`config.mk`:
```
export PLATFORM = sky130hd
export DESIGN_NAME = interval_extract_and_merge_top
export DESIGN_NICKNAME = d
export VERILOG_FILES = /design/src/hdl/iem_pkg.sv /design/src/hdl/iem_ram.sv /design/src/hdl/iem_ctrl.sv /design/src/hdl/interval_extract_and_merge_top.sv
export SDC_FILE = /design/constraint.sdc
export NUM_CORES = 2
export LEC_CHECK = 0
export BUFFER_PORTS_ARGS = -buffer_cell sky130_fd_sc_hd__buf_2
export CAP_MARGIN = 20
export CORE_ASPECT_RATIO = 2
export CORE_MARGIN = 4
export CORE_UTILIZATION = 50
export CTS_CLUSTER_DIAMETER = 40
export DETAILED_ROUTE_END_ITERATION = 8
export PLACE_DENSITY = 0.72
export SYNTH_ARGS = -nofsm -noshare
export SYNTH_HDL_FRONTEND = slang
export SYNTH_SLANG_ARGS = --single-unit
```
`constraint.sdc`:
```
create_clock -name clk -period 6.8 [get_ports clk]
set_input_delay 1.7 -clock clk [delete_from_list [all_inputs] [get_ports clk]]
set_output_delay 1.7 -clock clk [all_outputs]
set_load 0.03 [all_outputs]
```
`src/hdl/iem_pkg.sv`:
```
`timescale 1ns / 1ps
`default_nettype none
package iem_pkg;

  localparam int MAX_ENTRIES = 16;
  localparam int BOUND_BITS  = 16;
  localparam int IDX_W       = $clog2(MAX_ENTRIES);
  localparam int CNT_W       = $clog2(MAX_ENTRIES + 1);

  localparam logic [2:0] FN_APP_FREE  = 3'd0;
  localparam logic [2:0] FN_APP_TAKEN = 3'd1;
  localparam logic [2:0] FN_EXTRACT   = 3'd2;
  localparam logic [2:0] FN_RD_FREE   = 3'd3;
  localparam logic [2:0] FN_RD_TAKEN  = 3'd4;

  localparam logic [1:0] ST_OK         = 2'd0;
  localparam logic [1:0] ST_FREE_FULL  = 2'd1;
  localparam logic [1:0] ST_TAKEN_FULL = 2'd2;

  typedef struct packed {
    logic [BOUND_BITS-1:0] e;
    logic [BOUND_BITS-1:0] s;
  } ent_t;

  typedef struct packed {
    logic                  found;
    logic [1:0]            status;
    logic                  ev;
    logic [BOUND_BITS-1:0] elo;
    logic [BOUND_BITS-1:0] ehi;
    logic [CNT_W-1:0]      ftot;
    logic [CNT_W-1:0]      ttot;
  } res_t;

  function automatic logic pair_less(input ent_t a, input ent_t b);
    pair_less = (a.s < b.s) || ((a.s == b.s) && (a.e < b.e));
  endfunction

endpackage
`default_nettype wire

```
`src/hdl/iem_ram.sv`:
```
`timescale 1ns / 1ps
`default_nettype none
module iem_ram
  import iem_pkg::*;
#(
  parameter int DEPTH = 16,
  parameter int AW    = 4
) (
  input  wire logic          clk,
  input  wire logic          we,
  input  wire logic [AW-1:0] waddr,
  input  wire ent_t          wdata,
  input  wire logic [AW-1:0] raddr,
  output      ent_t          rdata
);

  ent_t mem [DEPTH];

  always_ff @(posedge clk) begin
    if (we) begin
      mem[waddr] <= wdata;
    end
  end

  always_ff @(posedge clk) begin
    rdata <= mem[raddr];
  end

endmodule
`default_nettype wire

```
`src/hdl/iem_ctrl.sv`:
```
`timescale 1ns / 1ps
`default_nettype none
module iem_ctrl
  import iem_pkg::*;
(
  input  wire logic                  clk,
  input  wire logic                  rst_n,
  input  wire logic                  req_valid,
  output      logic                  req_ready,
  input  wire logic [2:0]            req_func,
  input  wire logic [BOUND_BITS-1:0] req_lo,
  input  wire logic [BOUND_BITS-1:0] req_hi,
  input  wire logic [IDX_W-1:0]      req_slot,
  output      logic                  res_valid,
  input  wire logic                  res_ready,
  output      res_t                  res,
  output      logic                  f_we,
  output      logic [IDX_W-1:0]      f_waddr,
  output      ent_t                  f_wdata,
  output      logic [IDX_W-1:0]      f_raddr,
  input  wire ent_t                  f_rdata,
  output      logic                  t_we,
  output      logic [IDX_W:0]        t_waddr,
  output      ent_t                  t_wdata,
  output      logic [IDX_W:0]        t_raddr,
  input  wire ent_t                  t_rdata
);

  localparam logic [3:0] S_IDLE = 4'd0;
  localparam logic [3:0] S_DISP = 4'd1;
  localparam logic [3:0] S_FSCAN = 4'd2;
  localparam logic [3:0] S_SORT = 4'd3;
  localparam logic [3:0] S_MEND = 4'd4;
  localparam logic [3:0] S_DEC = 4'd5;
  localparam logic [3:0] S_FDEL = 4'd6;
  localparam logic [3:0] S_FINS = 4'd7;
  localparam logic [3:0] S_FWR1 = 4'd8;
  localparam logic [3:0] S_FWR2 = 4'd9;
  localparam logic [3:0] S_RDF = 4'd10;
  localparam logic [3:0] S_RDT = 4'd11;
  localparam logic [3:0] S_DONE = 4'd12;

  localparam logic [CNT_W-1:0] MAXC = CNT_W'(MAX_ENTRIES);

  logic [3:0] st_r, st_nxt;
  logic [2:0] func_r;
  logic [BOUND_BITS-1:0] lo_r, hi_r;
  logic [IDX_W-1:0] slot_r;
  logic [CNT_W-1:0] fc_r, fc_nxt, tc_r, tc_nxt;
  logic bank_r, bank_nxt;
  logic [CNT_W-1:0] idx_r, idx_nxt, idd_r, idd_nxt;
  logic vld_r, vld_nxt;
  logic hit_r, hit_nxt;
  logic [IDX_W-1:0] hidx_r, hidx_nxt;
  ent_t hent_r, hent_nxt;
  logic have_prev_r, have_prev_nxt, best_ok_r, best_ok_nxt, mg_r, mg_nxt;
  ent_t prev_r, prev_nxt, best_r, best_nxt, cur_r, cur_nxt;
  logic [CNT_W-1:0] pi_r, pi_nxt, bi_r, bi_nxt, pass_r, pass_nxt, mc_r, mc_nxt;
  res_t res_r, res_nxt;

  ent_t req_ent, el;
  logic split, gt, better;
  logic [CNT_W-1:0] hidx1;

  assign req_ent   = '{s: lo_r, e: hi_r};
  assign split     = hit_r && (hent_r.s != lo_r) && (hent_r.e != hi_r);
  assign hidx1     = CNT_W'(hidx_r) + CNT_W'(1);
  assign req_ready = (st_r == S_IDLE);
  assign res_valid = (st_r == S_DONE);
  assign res       = '{found: res_r.found, status: res_r.status, ev: res_r.ev,
                       elo: res_r.elo, ehi: res_r.ehi, ftot: fc_r, ttot: tc_r};
  assign f_raddr   = (st_r == S_DISP) ? slot_r : idx_r[IDX_W-1:0];
  assign t_raddr   = {bank_r, (st_r == S_DISP) ? slot_r : idx_r[IDX_W-1:0]};

  // element under compare in the sort pass: the request sits past the table end
  assign el     = (idd_r == tc_r) ? req_ent : t_rdata;
  assign gt     = !have_prev_r || pair_less(prev_r, el) ||
                  ((prev_r == el) && (pi_r < idd_r));
  assign better = !best_ok_r || pair_less(el, best_r);

  always_comb begin
    st_nxt = st_r; fc_nxt = fc_r; tc_nxt = tc_r; bank_nxt = bank_r;
    idx_nxt = idx_r; idd_nxt = idd_r; vld_nxt = 1'b0;
    hit_nxt = hit_r; hidx_nxt = hidx_r; hent_nxt = hent_r;
    have_prev_nxt = have_prev_r; best_ok_nxt = best_ok_r; mg_nxt = mg_r;
    prev_nxt = prev_r; best_nxt = best_r; cur_nxt = cur_r;
    pi_nxt = pi_r; bi_nxt = bi_r; pass_nxt = pass_r; mc_nxt = mc_r;
    res_nxt = res_r;
    f_we = 1'b0; f_waddr = '0; f_wdata = req_ent;
    t_we = 1'b0; t_waddr = '0; t_wdata = cur_r;
    unique case (st_r)
      S_IDLE: begin
        if (req_valid) st_nxt = S_DISP;
      end
      S_DISP: begin
        res_nxt = '0;
        st_nxt  = S_DONE;
        idx_nxt = '0;
        hit_nxt = 1'b0;
        unique case (func_r)
          FN_APP_FREE: begin
            if (fc_r >= MAXC) begin
              res_nxt.status = ST_FREE_FULL;
            end else begin
              f_we = 1'b1; f_waddr = fc_r[IDX_W-1:0];
              fc_nxt = fc_r + CNT_W'(1);
            end
          end
          FN_APP_TAKEN: begin
            if (tc_r >= MAXC) begin
              res_nxt.status = ST_TAKEN_FULL;
            end else begin
              t_we = 1'b1; t_waddr = {bank_r, tc_r[IDX_W-1:0]}; t_wdata = req_ent;
              tc_nxt = tc_r + CNT_W'(1);
            end
          end
          FN_EXTRACT: begin
            if (lo_r <= hi_r) st_nxt = S_FSCAN;
          end
          FN_RD_FREE: begin
            if (CNT_W'(slot_r) < fc_r) st_nxt = S_RDF;
          end
          FN_RD_TAKEN: begin
            if (CNT_W'(slot_r) < tc_r) st_nxt = S_RDT;
          end
          default: st_nxt = S_DONE;
        endcase
      end
      S_FSCAN: begin
        if (vld_r && (f_rdata.s <= lo_r) && (hi_r <= f_rdata.e)) begin
          hit_nxt = 1'b1; hidx_nxt = idd_r[IDX_W-1:0]; hent_nxt = f_rdata;
        end
        if ((vld_r && (f_rdata.s <= lo_r) && (hi_r <= f_rdata.e)) ||
            (!vld_r && idx_r >= fc_r)) begin
          st_nxt = S_SORT; idx_nxt = '0; have_prev_nxt = 1'b0;
          best_ok_nxt = 1'b0; pass_nxt = '0; mg_nxt = 1'b0; mc_nxt = '0;
        end else if (idx_r < fc_r) begin
          vld_nxt = 1'b1; idd_nxt = idx_r; idx_nxt = idx_r + CNT_W'(1);
        end
      end
      S_SORT: begin
        if (vld_r && gt && better) begin
          best_nxt = el; bi_nxt = idd_r; best_ok_nxt = 1'b1;
        end
        if (!vld_r && idx_r > tc_r) begin
          // one pass done: best holds the next element in sorted order
          if (!mg_r) begin
            cur_nxt = best_r; mg_nxt = 1'b1;
          end else if (cur_r.e >= best_r.s) begin
            if (best_r.e > cur_r.e) cur_nxt.e = best_r.e;
          end else begin
            t_we = (mc_r < MAXC); t_waddr = {~bank_r, mc_r[IDX_W-1:0]};
            mc_nxt = mc_r + CNT_W'(1);
            cur_nxt = best_r;
          end
          prev_nxt = best_r; pi_nxt = bi_r; have_prev_nxt = 1'b1;
          best_ok_nxt = 1'b0; idx_nxt = '0;
          pass_nxt = pass_r + CNT_W'(1);
          if (pass_r == tc_r) st_nxt = S_MEND;
        end else if (idx_r <= tc_r) begin
          vld_nxt = 1'b1; idd_nxt = idx_r; idx_nxt = idx_r + CNT_W'(1);
        end
      end
      S_MEND: begin
        t_we = (mc_r < MAXC); t_waddr = {~bank_r, mc_r[IDX_W-1:0]};
        mc_nxt = mc_r + CNT_W'(1);
        st_nxt = S_DEC;
      end
      S_DEC: begin
        res_nxt.found = hit_r;
        st_nxt = S_DONE;
        if (split && fc_r >= MAXC) begin
          res_nxt.status = ST_FREE_FULL;
        end else if (mc_r > MAXC) begin
          res_nxt.status = ST_TAKEN_FULL;
        end else begin
          bank_nxt = ~bank_r; tc_nxt = mc_r;
          if (hit_r) begin
            f_waddr = hidx_r;
            if (hent_r.s == lo_r && hent_r.e == hi_r) begin
              st_nxt = S_FDEL; idx_nxt = hidx1;
            end else if (hent_r.s == lo_r) begin
              f_we = 1'b1; f_wdata = '{s: hi_r + BOUND_BITS'(1), e: hent_r.e};
            end else if (hent_r.e == hi_r) begin
              f_we = 1'b1; f_wdata = '{s: hent_r.s, e: lo_r - BOUND_BITS'(1)};
            end else begin
              st_nxt = S_FINS; idx_nxt = fc_r - CNT_W'(1);
            end
          end
        end
      end
      S_FDEL: begin
        if (vld_r) begin
          f_we = 1'b1; f_waddr = idd_r[IDX_W-1:0] - IDX_W'(1); f_wdata = f_rdata;
        end
        if (!vld_r && idx_r >= fc_r) begin
          fc_nxt = fc_r - CNT_W'(1); st_nxt = S_DONE;
        end else if (idx_r < fc_r) begin
          vld_nxt = 1'b1; idd_nxt = idx_r; idx_nxt = idx_r + CNT_W'(1);
        end
      end
      S_FINS: begin
        if (vld_r) begin
          f_we = 1'b1; f_waddr = idd_r[IDX_W-1:0] + IDX_W'(1); f_wdata = f_rdata;
        end
        if (!vld_r && idx_r < hidx1) begin
          st_nxt = S_FWR1;
        end else if (idx_r >= hidx1) begin
          vld_nxt = 1'b1; idd_nxt = idx_r; idx_nxt = idx_r - CNT_W'(1);
        end
      end
      S_FWR1: begin
        f_we = 1'b1; f_waddr = hidx_r;
        f_wdata = '{s: hent_r.s, e: lo_r - BOUND_BITS'(1)};
        st_nxt = S_FWR2;
      end
      S_FWR2: begin
        f_we = 1'b1; f_waddr = hidx1[IDX_W-1:0];
        f_wdata = '{s: hi_r + BOUND_BITS'(1), e: hent_r.e};
        fc_nxt = fc_r + CNT_W'(1);
        st_nxt = S_DONE;
      end
      S_RDF: begin
        res_nxt.ev = 1'b1; res_nxt.elo = f_rdata.s; res_nxt.ehi = f_rdata.e;
        st_nxt = S_DONE;
      end
      S_RDT: begin
        res_nxt.ev = 1'b1; res_nxt.elo = t_rdata.s; res_nxt.ehi = t_rdata.e;
        st_nxt = S_DONE;
      end
      S_DONE: begin
        if (res_ready) st_nxt = S_IDLE;
      end
      default: st_nxt = S_IDLE;
    endcase
  end

  always_ff @(posedge clk) begin
    if (!rst_n) begin
      st_r <= S_IDLE; fc_r <= '0; tc_r <= '0; bank_r <= 1'b0; vld_r <= 1'b0;
    end else begin
      st_r <= st_nxt; fc_r <= fc_nxt; tc_r <= tc_nxt; bank_r <= bank_nxt;
      vld_r <= vld_nxt;
    end
  end

  always_ff @(posedge clk) begin
    if (st_r == S_IDLE && req_valid) begin
      func_r <= req_func; lo_r <= req_lo; hi_r <= req_hi; slot_r <= req_slot;
    end
    idx_r <= idx_nxt; idd_r <= idd_nxt; hit_r <= hit_nxt; hidx_r <= hidx_nxt;
    hent_r <= hent_nxt; have_prev_r <= have_prev_nxt; best_ok_r <= best_ok_nxt;
    mg_r <= mg_nxt; prev_r <= prev_nxt; best_r <= best_nxt; cur_r <= cur_nxt;
    pi_r <= pi_nxt; bi_r <= bi_nxt; pass_r <= pass_nxt; mc_r <= mc_nxt;
    res_r <= res_nxt;
  end

endmodule
`default_nettype wire

```
`src/hdl/interval_extract_and_merge_top.sv`:
```
`timescale 1ns / 1ps
`default_nettype none
// channel | dir | tdata (lsb up)                              | tuser (lsb up)
// in_     | in  | lo_bound 16, hi_bound 16, slot 4, pad 4      | func 3
// out_    | out | entry_lo 16, entry_hi 16, free_total 5,      | found 1, status 2,
//         |     | taken_total 5, pad 6                         | entry_valid 1
// an extract runs a scan of the free table, then sort passes over the taken memory, then
//   a shift of the free table when an entry is removed or split; the passes are a
//   selection sort over the single read port of the taken memory
// reset: rst_n synchronous active low clears both counts; table contents are kept
// stalls: one item in work at a time; a held result does not block the next transfer
module interval_extract_and_merge_top
  import iem_pkg::*;
(
  input  wire logic        clk,
  input  wire logic        rst_n,
  input  wire logic        in_tvalid,
  output      logic        in_tready,
  input  wire logic [39:0] in_tdata,   // lo_bound, hi_bound, slot
  input  wire logic [2:0]  in_tuser,   // func
  output      logic        out_tvalid,
  input  wire logic        out_tready,
  output      logic [47:0] out_tdata,  // entry_lo, entry_hi, free_total, taken_total
  output      logic [3:0]  out_tuser   // found, status, entry_valid
);

  res_t res, out_r;
  logic res_valid, res_ready, out_tvalid_r;
  logic f_we, t_we;
  logic [IDX_W-1:0] f_waddr, f_raddr;
  logic [IDX_W:0] t_waddr, t_raddr;
  ent_t f_wdata, f_rdata, t_wdata, t_rdata;

  // output register frees the controller as soon as a result is parked
  assign res_ready = !out_tvalid_r || out_tready;

  iem_ctrl u_ctrl (
    .clk, .rst_n,
    .req_valid(in_tvalid), .req_ready(in_tready),
    .req_func(in_tuser), .req_lo(in_tdata[15:0]), .req_hi(in_tdata[31:16]),
    .req_slot(in_tdata[35:32]),
    .res_valid, .res_ready, .res,
    .f_we, .f_waddr, .f_wdata, .f_raddr, .f_rdata,
    .t_we, .t_waddr, .t_wdata, .t_raddr, .t_rdata
  );

  // free table, list order
  iem_ram #(.DEPTH(MAX_ENTRIES), .AW(IDX_W)) u_free_ram (
    .clk, .we(f_we), .waddr(f_waddr), .wdata(f_wdata),
    .raddr(f_raddr), .rdata(f_rdata)
  );

  // taken table, two banks: the merged table is built in the idle bank
  iem_ram #(.DEPTH(2 * MAX_ENTRIES), .AW(IDX_W + 1)) u_taken_ram (
    .clk, .we(t_we), .waddr(t_waddr), .wdata(t_wdata),
    .raddr(t_raddr), .rdata(t_rdata)
  );

  always_ff @(posedge clk) begin
    if (!rst_n) begin
      out_tvalid_r <= 1'b0;
    end else if (res_ready) begin
      out_tvalid_r <= res_valid;
    end
  end

  always_ff @(posedge clk) begin
    if (res_ready && res_valid) begin
      out_r <= res;
    end
  end

  assign out_tvalid = out_tvalid_r;
  assign out_tdata  = {6'd0, out_r.ttot, out_r.ftot, out_r.ehi, out_r.elo};
  assign out_tuser  = {out_r.ev, out_r.status, out_r.found};

`ifndef SYNTH
  a_busy_after_accept: assert property (@(posedge clk) disable iff (!rst_n)
    in_tvalid && in_tready |=> !in_tready)
    else $error("input taken while an item is in work");
  a_totals_bound: assert property (@(posedge clk) disable iff (!rst_n)
    out_tvalid |-> (out_tdata[36:32] <= 5'd16) && (out_tdata[41:37] <= 5'd16))
    else $error("table total beyond capacity");
  a_found_not_read: assert property (@(posedge clk) disable iff (!rst_n)
    out_tvalid && out_tuser[0] |-> !out_tuser[3])
    else $error("found and entry_valid together");
  a_status_code: assert property (@(posedge clk) disable iff (!rst_n)
    out_tvalid |-> out_tuser[2:1] != 2'd3)
    else $error("bad status code");
`endif

endmodule
`default_nettype wire
```
==> flow_summary.yaml <==
placement:
  gp_congestion: 0.9849
  place_ws_ns: 1.379
  io_buffer_count: 90
  dpl.hpwl_um: 144000
flow_run:
  drv_cap: 0
worst_setup_path:
  cp_common_cell: "o211ai_1"
  worstSetupPathType: "flop to flop"
  rr_worst_depth: 16
  worstPathRequired_ns: 7.29
  crit_path_top_delay_cell: "a2111oi_0"
  reg2reg_from: "u_ctrl.idd_r[0]"
  worstReg2RegEnd: "u_ctrl.best_r[24]"
  cp-end-kind: "flop"
  start_kind: "flop"
  cp_num_buf_inv: 3
  critPathTopFamily: "compound AO/OA/AOI/OAI gates"
  rrSetupSlack_ns: 1.20
  worstPathMaxFanout: 36
  arrival_ns: 6.09
  critical_path.cell_chain: "xor2_1, nor2_1, nand2_2, buf_4, a21o_1, inv_1, ha_1, a21oi_1, o211ai_1, a2111oi_0, o31ai_1, o211ai_1, a31o_2, o22ai_1, nor2_4, buf_12"
  cp_slowest_stage_delay_ns: 0.84
worst_hold_path:
  min_to: "out_tdata[18]"
  worstHoldStart: "u_ctrl.res[12]"
  whs_path_depth: 0
  worstHoldPathType: "flop to flop"
finish:
  area_growth_pct: 12.21
  drive_gt1_share_pct: 20.13
  fin_nets: 5263
  final_common_cell: "edfxtp_1"
  multiInputGateArea_mm2: 0.02206
  fillers: 11980
  seqCellArea_mm2: 0.05634
  final_cell_mix: "edfxtp_1 (1822), nand2_1 (560), mux4_2 (384), nand3_1 (191), ha_1 (181)"
route:
  vias: 45920
  drc: 0
  firstDrtPassIters: 8
  wl_per_cell_um: 31.07
  wirelength_um: 224900
  drtIter0Drc: 4611
  drt-vias-per-instance: 6.344
  ant_nets: 0
global_route:
  grt_max_degree: 109
  grt_pass1_wl_um: 324700
  grtUsageTotal_pct: 26.86
  grt_pass1_vias: 47790
  antenna_found_initial: 7
  overflow: 0
cts:
  post_cts_buffers: 0
  cts_root_buffer: "clkbuf_16"
  clk_path_buf_depth: 4
  cts.clk_slew.worst_paths_ns: 0.07
  tritoncts: "built"
  cts_hold_buf: 0
  post_cts_resize_count: 0
  clk_latency_ns: 0.83
  htreeDepth: 4
  cts_made_buffers: 166
  cts.sinks: 1903
floorplan:
  ios: 101
  row_count: 206
  dieArea_mm2: 0.1659
  die_w_um: 290.0
  initial_core_util_pct: 50.42
  chipHeight_um: 572.0
  coreArea_mm2: 0.1577
sta:
  period_share_pct: 82.34
  setup_viol: 0
  hold_ws_ns: 0.4195
  rsz0062_at_grt: "false"
  worst_slew_pin_slew_ns: 1.171
  setup_tns_ns: 0
  relSlewSlack_pct: 21.92
  fin_worst_skew_ns: 0.04097
  slew_viol_final: 0
  hold_viol: 0
  fin_crit_ns: 5.599
  layout_setup_ws_ns: 1.201
  fmax_ghz: 0.1786
power_and_ir_drop:
  p_switching_mw: 13.59
  power_density_mw_per_mm2: 433.4
  ir_worst_vdd_mv: 0.3655
  p_seq_share_pct: 39.7
  switching_share_pct: 35.13
  comb_power_share_pct: 35.8
  p_leak_nw: 29.98
  pwr-share-clk_pct: 24.5
  power.internal_mw: 25.09
yosys:
  ys.flop_type: "edfxtp_1"
  synth_area_mm2: 0.07953
  syn_inst: 4834
  synth_cell_types: 79
  yosysWarningCount: 0
  ys_async_sr_fraction_pct: 0
  avgSynthCellArea_um2: 16.45
  synth_edf_count: 1822
  ys_seq_area_share_pct: 70.84
  ys_ff_latch: 1903
run_status:
  run_status: "finished clean"
stage by stage:
step / instance area, um2 / power [mW] / std cells / utilization (%)
2_1_floorplan: 79550 / 24.37 / 4839 / -
3_3_place_gp: 83520 / 29.01 / 6918 / 52.94
3_5_place_dp: 83560 / 29.24 / 6921 / 52.97
4_1_cts: 88910 / 38.68 / 7210 / 56.36
5_1_grt: 89240 / 40.29 / 7237 / 56.57
6_report: 89240 / 38.68 / 7238 / 56.57
synth_stat cells (47+ instances only):
cell | instances | area share (%)
edfxtp_1 | 1822 | 69
nand2_1 | 564 | 2.7
mux4_2 | 384 | 11
nor2_1 | 195 | 0.92
nand3_1 | 191 | 1.2
ha_1 | 181 | 2.8
o21ai_0 | 175 | 1.1
inv_1 | 170 | 0.80
clkbuf_1 | 162 | 0.76
a21oi_1 | 128 | 0.81
dfxtp_1 | 81 | 2.0
xnor2_1 | 79 | 0.87
mux2i_1 | 70 | 0.88
a21o_1 | 56 | 0.53
buf_2 | 54 | 0.34
nor3_1 | 47 | 0.30
layout make-up:
| cell class | instances | area share [%] |
|---|---|---|
| Tap cell | 2080 | 2.916 |
| Clock inverter | 88 | 1.096 |
| Inverter | 171 | 0.7193 |
| Multi-Input combinational cell | 2508 | 24.72 |
| Clock buffer | 201 | 4.895 |
| Antenna cell | 2 | 0.005608 |
| Timing Repair Buffer | 285 | 2.514 |
| Sequential cell | 1903 | 63.13 |
sequential cells by signal (all words and copies together) (netlist names), 16 cells and up:
register,flops
u_ctrl.best_r,32
u_ctrl.hent_r,32
u_ctrl.hi_r,16
u_taken_ram.mem,1024
u_ctrl.prev_r,32
out_tdata,42
u_free_ram.mem,512
u_ctrl.res,36
u_taken_ram.rdata,32
u_ctrl.cur_r,32
u_ctrl.lo_r,16
u_free_ram.rdata,32
logic make-up after synthesis:
family / Yosys count / synth area share, %
AOI/OAI and AO/OA: 594 / 4.772
and+or+nand+nor: 1176 / 6.569
buffers and inverters: 428 / 2.138
adders and majority gates: 182 / 2.860
xor gates and xnor gates: 94 / 1.035
DFF: 1903 / 70.84
muxes: 456 / 11.78
other: 1 / 0.004715
power groups by stage:
stage,Combinational [mW],Sequential (mW),Clock (mW)
floorplan,9.37,15.0,0
global placement,13.5,15.5,0
detailed placement,13.7,15.5,0
CTS,13.8,15.3,9.59
global route,14.9,15.4,10.1
finish,13.8,15.4,9.48
worst reg2reg max path: stages (launching register included):
cell,delay (ns)
edfxtp_1,0.54
xor2_1,0.48
nor2_1,0.13
nand2_2,0.47
buf_4,0.48
a21o_1,0.23
inv_1,0.05
ha_1,0.30
a21oi_1,0.17
o211ai_1,0.11
a2111oi_0,0.84
o31ai_1,0.20
o211ai_1,0.14
a31o_2,0.13
o22ai_1,0.23
nor2_4,0.50
buf_12,0.26
layer usage:
metal	vias to the layer above	track usage, %	part of all wire, %
li1	19220	-	-
met1	23450	28.22	31
met2	2422	48.98	53
met3	832	3.858	6.5
met4	4	19.60	8.8
met5	-	0	0.013
how the worst max path moves through the flow:
| stage | from | to | slack [ns] | cells after the start |
|---|---|---|---|---|
| final | u_ctrl.idd_r[0] | u_ctrl.best_r[24] | 1.20 | 16 |
| after global routing | u_ctrl.idd_r[0] | u_ctrl.best_r[27] | 1.08 | 15 |
| after CTS | u_ctrl.idd_r[0] | u_ctrl.best_r[27] | 1.36 | 16 |
| after detailed placement | u_ctrl.idd_r[0] | u_ctrl.best_r[26] | 1.38 | 16 |
| after floorplan | u_ctrl.tc_r[2] | u_taken_ram.mem[0][0] | 1.15 | 13 |
| after global placement | u_ctrl.idd_r[0] | u_ctrl.best_r[26] | 1.43 | 16 |
Note: power is estimated with default switching activity, not from simulation.
